===== src/hw/rtl/led_current_pi_regulator_core_assert.svh =====
// ----------------------------------------------------------------------------
// LED current regulator assertion macros
// Concurrent assertion wrappers that compile to nothing under synthesis.
// ----------------------------------------------------------------------------
`ifndef LED_CURRENT_PI_REGULATOR_CORE_ASSERT_SVH
`define LED_CURRENT_PI_REGULATOR_CORE_ASSERT_SVH

`ifndef SYNTHESIS

// The condition must hold at every clock edge outside reset.
`define LCPR_ASSERT_ALWAYS(label, clk, rst_n, cond) \
    label: assert property (@(posedge clk) disable iff (!rst_n) (cond)) \
        else $error("lcpr: invariant violated");

// When the antecedent holds, the consequent must hold in the next cycle.
`define LCPR_ASSERT_NEXT(label, clk, rst_n, ante, cons) \
    label: assert property (@(posedge clk) disable iff (!rst_n) (ante) |=> (cons)) \
        else $error("lcpr: sequence violated");

`else

`define LCPR_ASSERT_ALWAYS(label, clk, rst_n, cond)
`define LCPR_ASSERT_NEXT(label, clk, rst_n, ante, cons)

`endif

`endif


===== src/hw/rtl/lcpr_pkg.sv =====
// ----------------------------------------------------------------------------
// LED current regulator package
// Field widths, register indexes, shared structs and the brightness table.
// ----------------------------------------------------------------------------
package lcpr_pkg;

    // Field widths of the request and result channels.
    localparam int ADC_W      = 10;
    localparam int BRIGHT_W   = 6;
    localparam int SHIFT_W    = 5;
    localparam int PSHIFT_W   = 4;
    localparam int DUTY_W     = 11;
    localparam int TARGET_W   = 16;
    localparam int INTEG_W    = 32;
    localparam int CFG_IDX_W  = 3;
    localparam int CFG_DATA_W = 10;

    // Serial multiplier operand widths: the wide operand, the serial operand
    // and the full product.
    localparam int MUL_A_W = 26;
    localparam int MUL_B_W = 10;
    localparam int MUL_P_W = MUL_A_W + MUL_B_W;
    localparam int MUL_CNT_W = $clog2(MUL_B_W);

    // Request opcodes.
    localparam logic OP_TARGET = 1'b0;
    localparam logic OP_TICK   = 1'b1;

    // Configuration register indexes.
    localparam logic [CFG_IDX_W-1:0] REG_NIGHT_MODE   = 3'd0;
    localparam logic [CFG_IDX_W-1:0] REG_NIGHT_BRIGHT = 3'd1;
    localparam logic [CFG_IDX_W-1:0] REG_DAY_BRIGHT   = 3'd2;
    localparam logic [CFG_IDX_W-1:0] REG_LIGHT_THR    = 3'd3;
    localparam logic [CFG_IDX_W-1:0] REG_LIGHT_HYS    = 3'd4;
    localparam logic [CFG_IDX_W-1:0] REG_TARGET_SHIFT = 3'd5;
    localparam logic [CFG_IDX_W-1:0] REG_INTEG_SHIFT  = 3'd6;
    localparam logic [CFG_IDX_W-1:0] REG_PROP_SHIFT   = 3'd7;

    // Command from the sequencer to the serial multiplier.
    typedef struct packed {
        logic               start;
        logic [MUL_A_W-1:0] a;
        logic [MUL_B_W-1:0] b;
    } lcpr_mul_ctrl_t;

    // Status returned by the serial multiplier.
    typedef struct packed {
        logic               done;
        logic [MUL_P_W-1:0] product;
    } lcpr_mul_stat_t;

    // Exponential brightness table; indexes from 32 up saturate to full scale.
    function automatic logic [TARGET_W-1:0] lcpr_exp_word(input logic [BRIGHT_W-1:0] idx);
        logic [TARGET_W-1:0] word;
        begin
            unique case (idx)
                6'd0:    word = 16'h0000;
                6'd1:    word = 16'h0001;
                6'd2:    word = 16'h0002;
                6'd3:    word = 16'h0003;
                6'd4:    word = 16'h0004;
                6'd5:    word = 16'h0006;
                6'd6:    word = 16'h0008;
                6'd7:    word = 16'h000b;
                6'd8:    word = 16'h0010;
                6'd9:    word = 16'h0017;
                6'd10:   word = 16'h0020;
                6'd11:   word = 16'h002d;
                6'd12:   word = 16'h0040;
                6'd13:   word = 16'h005b;
                6'd14:   word = 16'h0080;
                6'd15:   word = 16'h00b5;
                6'd16:   word = 16'h0100;
                6'd17:   word = 16'h016a;
                6'd18:   word = 16'h0200;
                6'd19:   word = 16'h02d4;
                6'd20:   word = 16'h0400;
                6'd21:   word = 16'h05a8;
                6'd22:   word = 16'h0800;
                6'd23:   word = 16'h0b50;
                6'd24:   word = 16'h1000;
                6'd25:   word = 16'h16a1;
                6'd26:   word = 16'h2000;
                6'd27:   word = 16'h2d41;
                6'd28:   word = 16'h4000;
                6'd29:   word = 16'h5a82;
                6'd30:   word = 16'h8000;
                6'd31:   word = 16'hb505;
                default: word = 16'hffff;
            endcase
            return word;
        end
    endfunction

endpackage


===== src/hw/rtl/lcpr_if.sv =====
// ----------------------------------------------------------------------------
// LED current regulator channel interfaces
// Valid/ready request and result channels with their payload fields.
// ----------------------------------------------------------------------------

// Request channel: one target update or control tick per request.
interface lcpr_item_if import lcpr_pkg::*; ();
    logic              valid;
    logic              ready;
    logic              opcode;
    logic [ADC_W-1:0]  battery_sample;
    logic [ADC_W-1:0]  ambient_light;
    logic              button_held;
    logic              user_active;
    logic [ADC_W-1:0]  led_current;

    modport source
    (
        output valid, opcode, battery_sample, ambient_light, button_held,
               user_active, led_current,
        input  ready
    );

    modport sink
    (
        input  valid, opcode, battery_sample, ambient_light, button_held,
               user_active, led_current,
        output ready
    );
endinterface

// Result channel: the regulator outputs after each request.
interface lcpr_result_if import lcpr_pkg::*; ();
    logic                valid;
    logic                ready;
    logic [DUTY_W-1:0]   pwm_duty;
    logic [TARGET_W-1:0] current_target;
    logic                boost_on;
    logic                dark_off;

    modport source
    (
        output valid, pwm_duty, current_target, boost_on, dark_off,
        input  ready
    );

    modport sink
    (
        input  valid, pwm_duty, current_target, boost_on, dark_off,
        output ready
    );
endinterface


===== src/hw/rtl/lcpr_serial_mul.sv =====
// ----------------------------------------------------------------------------
// LED current regulator serial multiplier
// Bit-serial shift-and-add multiplier: one bit of the serial operand per cycle.
// ----------------------------------------------------------------------------
module lcpr_serial_mul import lcpr_pkg::*;
(
    input  logic           clk,
    input  logic           rst_n,
    input  lcpr_mul_ctrl_t ctrl,
    output lcpr_mul_stat_t stat
);

    logic [MUL_P_W-1:0]   acc_reg;
    logic [MUL_P_W-1:0]   acc_next;
    logic [MUL_P_W-1:0]   mcand_reg;
    logic [MUL_B_W-1:0]   mplier_reg;
    logic [MUL_CNT_W-1:0] cnt_reg;
    logic                 busy_reg;
    logic                 done_reg;

    localparam logic [MUL_CNT_W-1:0] CNT_LAST = MUL_CNT_W'(MUL_B_W - 1);

    // Add the shifted multiplicand when the current multiplier bit is set.
    always_comb
    begin
        acc_next = acc_reg;
        if (mplier_reg[0])
        begin
            acc_next = acc_reg + mcand_reg;
        end
    end

    // Control: busy while stepping through the serial operand, one bit per cycle.
    always_ff @(posedge clk or negedge rst_n)
    begin
        if (!rst_n)
        begin
            busy_reg <= 1'b0;
            done_reg <= 1'b0;
            cnt_reg  <= '0;
        end
        else
        begin
            done_reg <= 1'b0;
            if (ctrl.start)
            begin
                busy_reg <= 1'b1;
                cnt_reg  <= '0;
            end
            else if (busy_reg)
            begin
                cnt_reg <= cnt_reg + 1'b1;
                if (cnt_reg == CNT_LAST)
                begin
                    busy_reg <= 1'b0;
                    done_reg <= 1'b1;
                end
            end
        end
    end

    // Datapath: accumulator, left-shifting multiplicand, right-shifting multiplier.
    always_ff @(posedge clk)
    begin
        if (ctrl.start)
        begin
            acc_reg    <= '0;
            mcand_reg  <= MUL_P_W'(ctrl.a);
            mplier_reg <= ctrl.b;
        end
        else if (busy_reg)
        begin
            acc_reg    <= acc_next;
            mcand_reg  <= {mcand_reg[MUL_P_W-2:0], 1'b0};
            mplier_reg <= {1'b0, mplier_reg[MUL_B_W-1:1]};
        end
    end

    assign stat.done    = done_reg;
    assign stat.product = acc_reg;

endmodule


===== src/hw/rtl/led_current_pi_regulator_core.sv =====
// ----------------------------------------------------------------------------
// LED current regulator core
// Sets an LED current target and runs a clamped PI loop on the PWM duty.
// Requests arrive on the item channel (valid/ready); opcode 0 is a target
// update, opcode 1 a control tick. Each request gives one result on the
// result channel holding duty, target, boost and dark flags after it.
// A control tick runs through the prepare state and the two tick states to
// the result; a target update runs two passes through the bit-serial
// multiplier (a load and ten add steps each), or goes straight to the
// result when the night light is latched dark.
// One request is processed at a time; the next can be accepted as soon
// as the previous result sits in the output register, even if not yet
// taken.
// If the receiver stalls with a result still pending, the finished request
// waits in its final state and no new request is accepted.
// Reset clears the state (boost on) and loads the register defaults.
// Configuration registers are written through cfg_wr_en/cfg_index/cfg_data;
// the user must write them while the core is idle, the core does not enforce it.
// ----------------------------------------------------------------------------
`include "led_current_pi_regulator_core_assert.svh"

module led_current_pi_regulator_core import lcpr_pkg::*;
#(
    parameter int unsigned LIGHT_FACTOR_MAX = 240,
    parameter int unsigned LIGHT_FACTOR_MIN = 10,
    parameter int unsigned PWM_MAX          = 1024,
    parameter int unsigned PWM_MIN          = 0,
    parameter int          INTEGRAL_MAX     = 65535,
    parameter int          INTEGRAL_MIN     = 0
)
(
    input  logic                  clk,
    input  logic                  rst_n,
    lcpr_item_if.sink             item,
    lcpr_result_if.source         result,
    input  logic                  cfg_wr_en,
    input  logic [CFG_IDX_W-1:0]  cfg_index,
    input  logic [CFG_DATA_W-1:0] cfg_data
);

    localparam int SUM_W = INTEG_W + 2;

    localparam logic [ADC_W-1:0]        LF_MAX  = ADC_W'(LIGHT_FACTOR_MAX);
    localparam logic [ADC_W-1:0]        LF_MIN  = ADC_W'(LIGHT_FACTOR_MIN);
    localparam logic signed [SUM_W-1:0] PMAX_S  = SUM_W'(PWM_MAX);
    localparam logic signed [SUM_W-1:0] PMIN_S  = SUM_W'(PWM_MIN);
    localparam logic signed [SUM_W-1:0] IMAX_S  = SUM_W'(INTEGRAL_MAX);
    localparam logic signed [SUM_W-1:0] IMIN_S  = SUM_W'(INTEGRAL_MIN);

    // Sequencer state codes.
    localparam logic [2:0] ST_IDLE  = 3'd0;
    localparam logic [2:0] ST_PREP  = 3'd1;
    localparam logic [2:0] ST_MUL1  = 3'd2;
    localparam logic [2:0] ST_MUL2  = 3'd3;
    localparam logic [2:0] ST_TICK2 = 3'd4;
    localparam logic [2:0] ST_TICK3 = 3'd5;
    localparam logic [2:0] ST_DONE  = 3'd6;

    // Configuration registers.
    logic                night_mode_reg;
    logic [BRIGHT_W-1:0] night_bright_reg;
    logic [BRIGHT_W-1:0] day_bright_reg;
    logic [ADC_W-1:0]    light_thr_reg;
    logic [ADC_W-1:0]    light_hys_reg;
    logic [SHIFT_W-1:0]  target_shift_reg;
    logic [SHIFT_W-1:0]  integ_shift_reg;
    logic [PSHIFT_W-1:0] prop_shift_reg;

    // Regulator state.
    logic                      latch_reg;
    logic [TARGET_W-1:0]       target_reg;
    logic signed [INTEG_W-1:0] integ_reg;
    logic [DUTY_W-1:0]         duty_reg;
    logic                      boost_reg;

    // Sequencer and captured request.
    logic [2:0]          state_reg;
    logic [2:0]          state_next;
    logic                op_reg;
    logic [ADC_W-1:0]    battery_reg;
    logic [ADC_W-1:0]    ambient_reg;
    logic                button_reg;
    logic                active_reg;
    logic [ADC_W-1:0]    led_reg;
    logic [ADC_W-1:0]    factor_reg;

    // Control tick pipeline registers.
    logic signed [ADC_W+6:0]   err_reg;
    logic signed [INTEG_W-1:0] iterm_reg;
    logic signed [INTEG_W-1:0] pterm_reg;

    // Output register.
    logic                out_valid_reg;
    logic [DUTY_W-1:0]   out_duty_reg;
    logic [TARGET_W-1:0] out_target_reg;
    logic                out_boost_reg;
    logic                out_dark_reg;

    // Combinational helpers.
    logic                      accept;
    logic                      load_out;
    logic                      latch_new;
    logic signed [ADC_W+1:0]   amb_s;
    logic signed [ADC_W+1:0]   thr_s;
    logic signed [ADC_W+1:0]   band_lo;
    logic signed [ADC_W+1:0]   band_hi;
    logic [ADC_W-1:0]          factor_sel;
    logic [BRIGHT_W-1:0]       bright_sel;
    logic signed [ADC_W+6:0]   err_now;
    logic signed [SUM_W-1:0]   integ_sum;
    logic signed [SUM_W-1:0]   integ_clamped;
    logic signed [SUM_W-1:0]   pwm_sum;
    logic signed [SUM_W-1:0]   pwm_clamped;
    logic [MUL_P_W-1:0]        scaled;
    logic [TARGET_W-1:0]       target_sat;
    lcpr_mul_ctrl_t            mul_ctrl;
    lcpr_mul_stat_t            mul_stat;

    assign accept   = item.valid && item.ready;
    assign load_out = (state_reg == ST_DONE) && (!out_valid_reg || result.ready);

    // Night light hysteresis latch, compared as signed values.
    always_comb
    begin
        amb_s   = signed'({2'b00, ambient_reg});
        thr_s   = signed'({2'b00, light_thr_reg});
        band_lo = thr_s - signed'({2'b00, light_hys_reg});
        band_hi = thr_s + signed'({2'b00, light_hys_reg});
        if (button_reg)
        begin
            latch_new = amb_s > thr_s;
        end
        else if (active_reg)
        begin
            latch_new = 1'b0;
        end
        else if (latch_reg && (amb_s < band_lo))
        begin
            latch_new = 1'b0;
        end
        else if (!latch_reg && (amb_s > band_hi))
        begin
            latch_new = 1'b1;
        end
        else
        begin
            latch_new = latch_reg;
        end
    end

    // Light factor and brightness index for the target product.
    always_comb
    begin
        if (night_mode_reg)
        begin
            factor_sel = LF_MAX;
            bright_sel = night_bright_reg;
        end
        else
        begin
            bright_sel = day_bright_reg;
            if (ambient_reg > LF_MAX)
            begin
                factor_sel = LF_MAX;
            end
            else if (ambient_reg < LF_MIN)
            begin
                factor_sel = LF_MIN;
            end
            else
            begin
                factor_sel = ambient_reg;
            end
        end
    end

    // Integrator update: subtract the error and clamp the full sum.
    always_comb
    begin
        err_now   = signed'({7'b0, led_reg}) - signed'({1'b0, target_reg});
        integ_sum = SUM_W'(integ_reg) - SUM_W'(err_now);
        integ_clamped = integ_sum;
        if (integ_clamped < IMIN_S)
        begin
            integ_clamped = IMIN_S;
        end
        if (integ_clamped > IMAX_S)
        begin
            integ_clamped = IMAX_S;
        end
    end

    // Duty from the integral term minus the proportional term, clamped to the PWM range.
    always_comb
    begin
        pwm_sum     = SUM_W'(iterm_reg) - SUM_W'(pterm_reg);
        pwm_clamped = pwm_sum;
        if (pwm_clamped > PMAX_S)
        begin
            pwm_clamped = PMAX_S;
        end
        if (pwm_clamped < PMIN_S)
        begin
            pwm_clamped = PMIN_S;
        end
    end

    // Target scaling and saturation of the final product.
    always_comb
    begin
        scaled     = mul_stat.product >> target_shift_reg;
        target_sat = (|scaled[MUL_P_W-1:TARGET_W]) ? {TARGET_W{1'b1}} : scaled[TARGET_W-1:0];
    end

    // Multiplier commands: table word times battery, then times light factor.
    always_comb
    begin
        mul_ctrl.start = 1'b0;
        mul_ctrl.a     = MUL_A_W'(lcpr_exp_word(bright_sel));
        mul_ctrl.b     = battery_reg;
        if ((state_reg == ST_PREP) && (op_reg == OP_TARGET) &&
            !(night_mode_reg && latch_new))
        begin
            mul_ctrl.start = 1'b1;
        end
        else if ((state_reg == ST_MUL1) && mul_stat.done)
        begin
            mul_ctrl.start = 1'b1;
            mul_ctrl.a     = mul_stat.product[MUL_A_W-1:0];
            mul_ctrl.b     = factor_reg;
        end
    end

    // Sequencer next state.
    always_comb
    begin
        state_next = state_reg;
        unique case (state_reg)
            ST_IDLE:
            begin
                if (accept)
                begin
                    state_next = ST_PREP;
                end
            end
            ST_PREP:
            begin
                if (op_reg == OP_TICK)
                begin
                    state_next = ST_TICK2;
                end
                else if (night_mode_reg && latch_new)
                begin
                    state_next = ST_DONE;
                end
                else
                begin
                    state_next = ST_MUL1;
                end
            end
            ST_MUL1:
            begin
                if (mul_stat.done)
                begin
                    state_next = ST_MUL2;
                end
            end
            ST_MUL2:
            begin
                if (mul_stat.done)
                begin
                    state_next = ST_DONE;
                end
            end
            ST_TICK2:
            begin
                state_next = ST_TICK3;
            end
            ST_TICK3:
            begin
                state_next = ST_DONE;
            end
            ST_DONE:
            begin
                if (load_out)
                begin
                    state_next = ST_IDLE;
                end
            end
            default:
            begin
                state_next = ST_IDLE;
            end
        endcase
    end

    assign item.ready = (state_reg == ST_IDLE);

    // Sequencer state register.
    always_ff @(posedge clk or negedge rst_n)
    begin
        if (!rst_n)
        begin
            state_reg <= ST_IDLE;
        end
        else
        begin
            state_reg <= state_next;
        end
    end

    // Configuration register writes.
    always_ff @(posedge clk or negedge rst_n)
    begin
        if (!rst_n)
        begin
            night_mode_reg   <= 1'b0;
            night_bright_reg <= '0;
            day_bright_reg   <= '0;
            light_thr_reg    <= '0;
            light_hys_reg    <= '0;
            target_shift_reg <= SHIFT_W'(16);
            integ_shift_reg  <= SHIFT_W'(4);
            prop_shift_reg   <= '0;
        end
        else if (cfg_wr_en)
        begin
            unique case (cfg_index)
                REG_NIGHT_MODE:   night_mode_reg   <= cfg_data[0];
                REG_NIGHT_BRIGHT: night_bright_reg <= cfg_data[BRIGHT_W-1:0];
                REG_DAY_BRIGHT:   day_bright_reg   <= cfg_data[BRIGHT_W-1:0];
                REG_LIGHT_THR:    light_thr_reg    <= cfg_data[ADC_W-1:0];
                REG_LIGHT_HYS:    light_hys_reg    <= cfg_data[ADC_W-1:0];
                REG_TARGET_SHIFT: target_shift_reg <= cfg_data[SHIFT_W-1:0];
                REG_INTEG_SHIFT:  integ_shift_reg  <= cfg_data[SHIFT_W-1:0];
                REG_PROP_SHIFT:   prop_shift_reg   <= cfg_data[PSHIFT_W-1:0];
                default:
                begin
                end
            endcase
        end
    end

    // Capture of the accepted request and intermediate terms.
    always_ff @(posedge clk)
    begin
        if (accept)
        begin
            op_reg      <= item.opcode;
            battery_reg <= item.battery_sample;
            ambient_reg <= item.ambient_light;
            button_reg  <= item.button_held;
            active_reg  <= item.user_active;
            led_reg     <= item.led_current;
        end
        if (state_reg == ST_PREP)
        begin
            factor_reg <= factor_sel;
            err_reg    <= err_now;
        end
        if (state_reg == ST_TICK2)
        begin
            iterm_reg <= integ_reg >>> integ_shift_reg;
            pterm_reg <= INTEG_W'(err_reg) <<< prop_shift_reg;
        end
    end

    // Regulator state updates.
    always_ff @(posedge clk or negedge rst_n)
    begin
        if (!rst_n)
        begin
            latch_reg  <= 1'b0;
            target_reg <= '0;
            integ_reg  <= '0;
            duty_reg   <= '0;
            boost_reg  <= 1'b1;
        end
        else
        begin
            if (state_reg == ST_PREP)
            begin
                if (op_reg == OP_TICK)
                begin
                    integ_reg <= integ_clamped[INTEG_W-1:0];
                end
                else
                begin
                    latch_reg <= night_mode_reg && latch_new;
                    if (night_mode_reg && latch_new)
                    begin
                        target_reg <= '0;
                    end
                end
            end
            if ((state_reg == ST_MUL2) && mul_stat.done)
            begin
                target_reg <= target_sat;
                boost_reg  <= !night_mode_reg;
            end
            if (state_reg == ST_TICK3)
            begin
                duty_reg <= pwm_clamped[DUTY_W-1:0];
            end
        end
    end

    // Output register: holds the result until the receiver takes it.
    always_ff @(posedge clk or negedge rst_n)
    begin
        if (!rst_n)
        begin
            out_valid_reg <= 1'b0;
        end
        else if (load_out)
        begin
            out_valid_reg <= 1'b1;
        end
        else if (result.ready)
        begin
            out_valid_reg <= 1'b0;
        end
    end

    always_ff @(posedge clk)
    begin
        if (load_out)
        begin
            out_duty_reg   <= duty_reg;
            out_target_reg <= target_reg;
            out_boost_reg  <= boost_reg;
            out_dark_reg   <= latch_reg;
        end
    end

    assign result.valid          = out_valid_reg;
    assign result.pwm_duty       = out_duty_reg;
    assign result.current_target = out_target_reg;
    assign result.boost_on       = out_boost_reg;
    assign result.dark_off       = out_dark_reg;

    lcpr_serial_mul u_mul
    (
        .clk   (clk),
        .rst_n (rst_n),
        .ctrl  (mul_ctrl),
        .stat  (mul_stat)
    );

    // The night light is only latched dark together with a zero target.
    `LCPR_ASSERT_ALWAYS(a_dark_zero_target, clk, rst_n, !latch_reg || (target_reg == '0))
    // The integrator never leaves its clamp range.
    `LCPR_ASSERT_ALWAYS(a_integ_range, clk, rst_n,
        (SUM_W'(integ_reg) >= IMIN_S) && (SUM_W'(integ_reg) <= IMAX_S))
    // The duty never exceeds the PWM ceiling when that ceiling fits the field.
    `LCPR_ASSERT_ALWAYS(a_duty_max, clk, rst_n,
        (PWM_MAX > 2047) || (32'(duty_reg) <= PWM_MAX))
    // An accepted request always starts the sequencer.
    `LCPR_ASSERT_NEXT(a_accept_busy, clk, rst_n, accept, state_reg == ST_PREP)

endmodule

===== src/flat_wrapper.sv =====
// flat-port wrapper written by rule: the top's interface ports become plain ports
module led_current_pi_regulator_core_flat import lcpr_pkg::*;
#(
    parameter int unsigned LIGHT_FACTOR_MAX = 240,
    parameter int unsigned LIGHT_FACTOR_MIN = 10,
    parameter int unsigned PWM_MAX          = 1024,
    parameter int unsigned PWM_MIN          = 0,
    parameter int          INTEGRAL_MAX     = 65535,
    parameter int          INTEGRAL_MIN     = 0
)
  (clk, rst_n, cfg_wr_en, cfg_index, cfg_data, item_valid, item_opcode, item_battery_sample, item_ambient_light, item_button_held, item_user_active, item_led_current, item_ready, result_valid, result_pwm_duty, result_current_target, result_boost_on, result_dark_off, result_ready);
  lcpr_item_if item_i ();
  lcpr_result_if result_i ();
  input  logic clk;
  input  logic rst_n;
  input  logic cfg_wr_en;
  input  logic [CFG_IDX_W-1:0] cfg_index;
  input  logic [CFG_DATA_W-1:0] cfg_data;
  input wire logic [$bits(item_i.valid)-1:0] item_valid;
  input wire logic [$bits(item_i.opcode)-1:0] item_opcode;
  input wire logic [$bits(item_i.battery_sample)-1:0] item_battery_sample;
  input wire logic [$bits(item_i.ambient_light)-1:0] item_ambient_light;
  input wire logic [$bits(item_i.button_held)-1:0] item_button_held;
  input wire logic [$bits(item_i.user_active)-1:0] item_user_active;
  input wire logic [$bits(item_i.led_current)-1:0] item_led_current;
  output wire logic [$bits(item_i.ready)-1:0] item_ready;
  output wire logic [$bits(result_i.valid)-1:0] result_valid;
  output wire logic [$bits(result_i.pwm_duty)-1:0] result_pwm_duty;
  output wire logic [$bits(result_i.current_target)-1:0] result_current_target;
  output wire logic [$bits(result_i.boost_on)-1:0] result_boost_on;
  output wire logic [$bits(result_i.dark_off)-1:0] result_dark_off;
  input wire logic [$bits(result_i.ready)-1:0] result_ready;
  assign item_i.valid = item_valid;
  assign item_i.opcode = item_opcode;
  assign item_i.battery_sample = item_battery_sample;
  assign item_i.ambient_light = item_ambient_light;
  assign item_i.button_held = item_button_held;
  assign item_i.user_active = item_user_active;
  assign item_i.led_current = item_led_current;
  assign item_ready = item_i.ready;
  assign result_valid = result_i.valid;
  assign result_pwm_duty = result_i.pwm_duty;
  assign result_current_target = result_i.current_target;
  assign result_boost_on = result_i.boost_on;
  assign result_dark_off = result_i.dark_off;
  assign result_i.ready = result_ready;
  led_current_pi_regulator_core #(.LIGHT_FACTOR_MAX(LIGHT_FACTOR_MAX), .LIGHT_FACTOR_MIN(LIGHT_FACTOR_MIN), .PWM_MAX(PWM_MAX), .PWM_MIN(PWM_MIN), .INTEGRAL_MAX(INTEGRAL_MAX), .INTEGRAL_MIN(INTEGRAL_MIN)) u_core (.clk(clk), .rst_n(rst_n), .item(item_i), .result(result_i), .cfg_wr_en(cfg_wr_en), .cfg_index(cfg_index), .cfg_data(cfg_data));
endmodule

===== config.mk =====
export PLATFORM = sky130hd
export DESIGN_NAME = led_current_pi_regulator_core_flat
export DESIGN_NICKNAME = d
export VERILOG_FILES = /design/src/hw/rtl/lcpr_pkg.sv /design/src/hw/rtl/lcpr_if.sv /design/src/hw/rtl/lcpr_serial_mul.sv /design/src/hw/rtl/led_current_pi_regulator_core.sv /design/src/flat_wrapper.sv
export VERILOG_INCLUDE_DIRS = /design/src /design/src/hw/rtl
export SDC_FILE = /design/constraint.sdc
export NUM_CORES = 1
export LEC_CHECK = 0
export BUFFER_PORTS_ARGS = -buffer_cell sky130_fd_sc_hd__buf_2
export CAP_MARGIN = 20
export CORE_ASPECT_RATIO = 1.1
export CORE_MARGIN = 2
export CORE_UTILIZATION = 55
export DETAILED_ROUTE_END_ITERATION = 8
export GPL_TIMING_DRIVEN = 0
export PLACE_DENSITY = 0.75
export SLEW_MARGIN = 15
export SYNTH_ARGS = -nofsm -noshare
export SYNTH_HDL_FRONTEND = slang
export SYNTH_HIERARCHICAL = 1
export SYNTH_SLANG_ARGS = --single-unit

===== constraint.sdc =====
create_clock -name clk -period 5.9 [get_ports clk]
set_clock_uncertainty 0.2 [all_clocks]
set_input_delay 1.18 -clock clk [delete_from_list [all_inputs] [get_ports clk]]
set_output_delay 1.18 -clock clk [all_outputs]
set_load 0.03 [all_outputs]

# Yosys cells after proc, flatten, opt, wreduce, memory -nomap -nowiden
# Memory sizes are Yosys's and may differ from the RTL's.
# Index checks and enable logic that the tools add are counted.
dict set report totals {
  reg_bits 353
  mem_bits_ro 512
  output_inout_bits 31
  wordCells 153
  memories 1
}
# memory depth width rd rd_ports_with_merged_regs write_ports line
set mem_list {}
lappend mem_list {{(no name shown)} 32 16 1 0 0 lcpr_pkg.sv:56} ;# unique case (idx)
dict set report op_classes {
  n_addsub 7
  order_cmp 9
  n_eq_ne 19
  shifts 3
  n_mux 40
  n_bitwise 1
  n_reduce_logical 36
}
# cell count
set op_table {}
lappend op_table {{two-way mux 16 bit} 6}
lappend op_table {{less-than comparator 34 x 1 -> 1 bit (second input constant)} 2}
lappend op_table {{two-way mux 34 bit} 2}
lappend op_table {{two-way mux 26 bit} 2}
lappend op_table {{two-way mux 37 bit} 1}
lappend op_table {{adder 36 bit} 1}
lappend op_table {{two-way mux 36 bit} 1}
lappend op_table {{right shift 36 x 5 -> 36 bit} 1}
lappend op_table {{> comparator 34 x 12 -> 1 bit (second input constant)} 1}
lappend op_table {{> comparator 34 x 17 -> 1 bit (second input constant)} 1}
lappend op_table {{subtractor 32 x 17 -> 33 bit} 1}
lappend op_table {{subtractor 32 x 32 -> 33 bit} 1}
lappend op_table {{two-way mux 32 bit} 1}
lappend op_table {{<<< shifter 17 x 4 -> 32 bit} 1}
lappend op_table {{>>> shifter 32 x 5 -> 32 bit} 1}
lappend op_table {{AND reduction 2 bit} 11}
lappend op_table {{== test 3 bit (second input constant)} 7}
lappend op_table {{case mux 3 bit (7 select lines)} 1}
lappend op_table {{two-way mux 10 bit} 2}
lappend op_table {{OR reduction 20 bit} 1}
lappend op_table {{two-way mux 3 bit} 6}
lappend op_table {{subtractor 10 x 16 -> 17 bit} 1}
lappend op_table {{two-way mux 1 bit} 13}
lappend op_table {{== test 3 x 2 -> 1 bit (second input constant)} 4}
lappend op_table {{26 further kinds} 46}

# Logic depth before layout (Yosys ltp)
dict set report logic_depth {
  word_depth 12
  ltp_mapped 29
  depth_no_buf 27
}

# Hierarchy
# The synthesis kept the hierarchy.
# module instances cells_per_inst area_each_um2 seq_area_each_um2
set by_module_without_submodules {}
lappend by_module_without_submodules {led_current_pi_regulator_core 1 2145 20134.3 7400.8}
lappend by_module_without_submodules {lcpr_serial_mul 1 558 5402.7 2152.1}

# Least setup slack after synthesis
# No wires, ideal clock.
dict set report synth_timing {
  kind {register -> register}
  startpoint {register u_core.state_reg[2]}
  endpoint {register u_core.iterm_reg[0], enable pin}
  setup_ns 0.578
  arrival_time_ns 5.494
  required_ns 5.122
  path_slack_ns -0.372
  path_stages_with_launch 4
  path_buffers 2
  path_cell_list {dfrtp_1 clkbuf_1 clkbuf_1 nor3b_1}
}
dict set report synth_between {
  elab_chain_cells 1
}
# item line
set synth_rtl {}
lappend synth_rtl {{from (decl)} led_current_pi_regulator_core.sv:77} ;# logic [2:0] state_reg;
lappend synth_rtl {{from (signal assigned)} led_current_pi_regulator_core.sv:308} ;# state_reg <= state_next;
lappend synth_rtl {{== test 3 bit} led_current_pi_regulator_core.sv:361} ;# if (state_reg == ST_TICK2)
lappend synth_rtl {{to (signal assigned)} led_current_pi_regulator_core.sv:363} ;# iterm_reg <= integ_reg >>> integ_shift_reg;
lappend synth_rtl {{to (decl)} led_current_pi_regulator_core.sv:89} ;# logic signed [INTEG_W-1:0] iterm_reg;
# Every way passes these cells.
# A chain may end at the register's enable or synchronous reset.

# Worst setup path in the final report
dict set report layout_timing {
  startpoint {register u_core.target_reg[5]}
  endpoint {register u_core.integ_reg[13]}
}
dict set report layout_between {
  elab_chain_cells 6
}
# item line
set layout_rtl {}
lappend layout_rtl {{from (decl)} led_current_pi_regulator_core.sv:71} ;# logic [TARGET_W-1:0] target_reg;
lappend layout_rtl {{from (signal assigned)} led_current_pi_regulator_core.sv:398} ;# target_reg <= target_sat;
lappend layout_rtl {{subtractor 10 x 16 -> 17 bit *} led_current_pi_regulator_core.sv:180} ;# err_now = signed'({7'b0, led_reg}) - signed'({1'b0, target_reg});
lappend layout_rtl {{via u_core.err_now[6]} led_current_pi_regulator_core.sv:109} ;# logic signed [ADC_W+6:0] err_now;
lappend layout_rtl {{subtractor 32 x 17 -> 33 bit *} led_current_pi_regulator_core.sv:181} ;# integ_sum = SUM_W'(integ_reg) - SUM_W'(err_now);
lappend layout_rtl {{less-than comparator 34 x 1 -> 1 bit} led_current_pi_regulator_core.sv:183} ;# if (integ_clamped < IMIN_S)
lappend layout_rtl {{two-way mux 34 bit *} led_current_pi_regulator_core.sv:183}
lappend layout_rtl {{> comparator 34 x 17 -> 1 bit} led_current_pi_regulator_core.sv:187} ;# if (integ_clamped > IMAX_S)
lappend layout_rtl {{two-way mux 32 bit *} led_current_pi_regulator_core.sv:187}
lappend layout_rtl {{to (signal assigned)} led_current_pi_regulator_core.sv:385} ;# integ_reg <= integ_clamped[INTEG_W-1:0];
lappend layout_rtl {{to (decl)} led_current_pi_regulator_core.sv:72} ;# logic signed [INTEG_W-1:0] integ_reg;
# The timed path passes the listed nets; every way through them passes the cells marked *.

==> results by stage <==
STA:
- The count of final hold-check violations is 0.
- The final-report max-slew violation count was 0.
- Setup repair after global routing could not meet its margin everywhere.
- The final period demand of the worst path is ~5.7 ns.
- At the pin with the least slew margin, the transition time is 1.19 ns.
- In the finished design, the share of the clock period the worst path needs comes to 0.965.
- The maximum clock frequency is roughly 0.18 GHz.
- Final hold analysis gives a worst-case slack of 0.251 ns.
- The count of endpoints failing setup in the final report is 0.
- The headroom to the max-slew limit is 0.204.

Synthesis:
- In this run, synthesis inferred roughly 190 flip-flops with an integrated enable.
- During synthesis, Yosys emitted a total of 6 warnings.
- The share of the Yosys chip area taken by registers is 0.374.
- The biggest area consumer among synthesized cells is edfxtp_1.
- Ranked by total cell area, the synthesized netlist is headed by edfxtp_1 (22%), dfrtp_1 (11%), ha_1 (7.6%).
- The synthesized design contains approximately 350 register bits.
- Synthesis produced ~2700 cells.
- The share of synthesized area in the top cell type comes to 0.222.
- The mapped netlist covers 0.0255 sq mm.
- Synthesis instantiated between 100 and 150 different standard cells from the library.
- The mean instance size in the synthesized netlist is between 9 and 10 sq um.
- The most common flop cell mapped by yosys is edfxtp_1.
- The fraction of registers with async set/reset is 0.334.

Clock tree:
- The maximum buffer depth of the clock tree is 3.
- For this design, the sink count on the clock tree is 353.
- The number of H-tree levels is 2.
- In this run the clock root is driven by a clkbuf_16.
- After clock tree synthesis, the clock-pin slew on the worst setup and hold paths is about 0.060 ns.
- The number of buffers inserted for hold repair after clock tree synthesis is 0.
- The clock tree from TritonCTS is done.
- The later-pin clock latency in the skew report is about 0.57 ns.
- The total CTS buffers is 41.

Critical path:
- The capturing element type of the critical path is a register.
- STA classifies the critical path startpoint as a register.
- The critical path in this run is classified as register to register.
- For the worst setup path, the data required time is 6.15 ns.
- The data arrival time of the worst path is around 6.0 ns.
- The largest fanout of any net on the critical path is 8.

Detailed routing:
- The via count normalized by instance count is approximately 6.3.
- The final layout contains routed wiring with a total length of approximately 77000 um.
- The detail-routed net length per standard cell is between 20 and 25 um.
- The first TritonRoute pass finished after 6 iterations.
- The count of nets left with antenna violations after detail routing is 0.
- The number of violations reported at the end of detailed-routing iteration 0 is just over 2000.
- Detailed routing inserted a total of ~22000 vias.
- For this run, design rule violations remaining after detail routing come to 0.

Finish:
- The antenna cell count is 0.
- The number of standard cells in the layout, taps in and fillers out is 3483.
- The area growth from synthesis to layout is 12.5%.
- Once layout is done, the placed cells without fillers occupy ~0.029 sq mm.
- The net count of the finished layout is 3075.
- In the final layout, the share of cells above drive strength 1 is 0.160.

Global routing:
- The first global-routing pass estimated ~120000 um of wire.
- The total overflow left after global routing is 0.
- Entering global routing, the biggest net connects 70 pins.
- For this run, global-route usage on met3 was measured as 0.0455.
- The busiest metal layer after global routing is met2.
- In the global route stage, overall resource usage came out at 0.317.
- For this run, global-route usage on met1 was measured as 0.378.
- The number of global-route vias before repair is 21554.
- The number of antenna violations at the first check in global routing is 1.
- The met2 routing resource usage after global routing is 0.550.

Pwr:
- The power density relative to cell area is between 600 and 700 mW/mm^2.
- The maximum resistive drop on vdd is 0.343 mV.
- Summing internal, switching and leakage power gives about 19000 uW.
- The static leakage is between 0.01 and 0.015 uW.

Place:
- The post-place instance area is approximately 0.027 sq mm.
- Input and output buffers added on the ports amount to just under 80.
- The routability congestion estimate is roughly 0.97.
- Counting tap cells, the placed design contains a total of about 3400 instances.
- The HPWL reported at the end of detailed placement is between 50000 and 60000 um.

Die:
- The horizontal die dimension is 209 um.
- For this configuration, the core starts out at a cell density of 0.559.
- The die area is between 0.04 and 0.05 sq mm.
- From bottom edge to top edge, the die measures 230 um.
- The area of the placeable core is around 0.046 sq mm.
- The count of standard-cell rows is 82.
- In this run the count of I/O pins placed on the die edge is 82.

Run status:
- The run finished with clean final reports.

Hold path:
- The worst hold-check path type is register to register.

Flow run:
- The number of max-cap violations is 0.
-- per-layer routing --
metal	vias up	share of wire
met4	0	0.063
met3	243	0.056
met5	-	0
li1	10295	-
met2	877	0.49
met1	10522	0.39
-- power by group --
group / internal [uW] / switching [uW] / total, uW
Combinational: 4960 / 7190 / 12100
Clock: 1480 / 1060 / 2540
Sequential: 3640 / 760 / 4400
-- kinds of logic (layout without fill, tap and decap cells) --
logic type / Yosys count / after routing / synth area share
buf+inv: 291 / 481 / 0.0462
mux: 248 / 248 / 0.122
compound gates: 754 / 754 / 0.194
xor+xnor: 97 / 97 / 0.0339
fa+ha+maj: 162 / 162 / 0.0811
other cells: 1 / 2 / 0.000147
flops: 353 / 353 / 0.374
simple gates: 797 / 798 / 0.149
-- final cells by class --
class	count	area [sq um]
Timing Repair Buffer	116	802
Inverter	139	522
Multi-Input combinational cell	2061	15100
Buffer	150	664
Tap cell	588	736
Clock buffer	57	1230
Clock inverter	19	130
Fill cell	3813	16900
Sequential cell	353	9550
-- critical path: stages, from the launching register on --
cell	delay (ns)
dfrtp_1	0.39
inv_1	0.07
ha_1	0.30
buf_2	0.20
and3_2	0.27
a22o_1	0.25
nor2_2	0.16
xnor2_2	0.17
inv_2	0.08
ha_4	0.30
nand2_1	0.07
o21ai_2	0.12
o21ai_2	0.09
o21ai_2	0.21
nor3_1	0.07
or3b_1	0.45
o31a_4	0.33
o31ai_4	0.23
a21o_1	0.18
mux2_2	0.33
o22a_1	0.24
nor4_4	0.27
buf_6	0.18
nand2_2	0.09
o221a_1	0.30
-- path summary, 6_finish.rpt --
kind                                            from                    endpoint  slack [ns]  cells after the start
worst max-delay path            u_core/target_reg[5]        u_core/integ_reg[13]        0.21                     24
worst min-delay path              u_core/duty_reg[9]   u_core/result.pwm_duty[9]        0.25                      0
worst max register to register  u_core/target_reg[5]        u_core/integ_reg[13]        0.21                     24
worst min register to register    u_core/duty_reg[9]   u_core/result.pwm_duty[9]        0.25                      0
max in group asynchronous                      rst_n   u_core/integ_shift_reg[2]        4.36                      2
min in group asynchronous                      rst_n  u_core/night_bright_reg[5]        0.36                      1
-- stage by stage --
stage | setup TNS, ns | setup slack, ns | util
finish | 0 | 0.205 | 0.630
global route | -1.17 | -0.0512 | 0.630
CTS | 0 | 0.0218 | 0.623
detailed placement | -57.44 | -0.827 | 0.590
global placement | -53.73 | -0.804 | 0.584
floorplan | 0 | 0.387 | -
-- placed cells by master (no fill, tap or decap), drive strengths merged, types with 10 or more instances in the layout --
cell / synthesis / final
dfrtp: 115 / 115
nor2: 171 / 171
nand3: 43 / 43
a22o: 18 / 18
xnor2: 56 / 56
nand2: 306 / 306
nand2b: 32 / 32
o21a: 38 / 38
a21o: 49 / 49
o21ai: 190 / 190
a31oi: 48 / 48
nor2b: 43 / 43
nand4: 34 / 34
o31ai: 24 / 24
inv: 135 / 142
or3: 12 / 12
a21oi: 206 / 206
clkbuf: 119 / 175
clkinv: 4 / 16
ha: 156 / 156
nand3b: 10 / 10
and4: 10 / 10
mux2: 108 / 108
mux2i: 101 / 101
edfxtp: 189 / 189
nor4: 12 / 12
and2: 35 / 35
xor2: 40 / 40
a211oi: 25 / 25
o211ai: 24 / 24
nor3: 39 / 39
mux4: 39 / 39
or2: 14 / 15
dfxtp: 46 / 46
buf: 33 / 148
o21bai: 20 / 20
-- cells in the mapped netlist (38+ instances only) --
cell	instances
a21o_1	47
a21oi_1	203
a31oi_1	47
clkbuf_1	112
dfrtp_1	115
dfxtp_1	46
edfxtp_1	189
ha_1	156
inv_1	131
mux2_2	108
mux2i_1	101
mux4_2	39
nand2_1	305
nand3_1	43
nor2_1	171
nor2b_1	43
nor3_1	38
o21a_1	38
o21ai_0	181
xnor2_1	56
xor2_1	40
-- repair_timing --
item | 4_1_cts | 5_1_grt
setup buffers | 8 | 18
gates resized for setup | 22 | 40
cloned | 1 | 0
pin swaps | 5 | 28
endpoints found under the setup margin | 117 | 115
No activity file was read; power rests on OpenSTA's default activity.
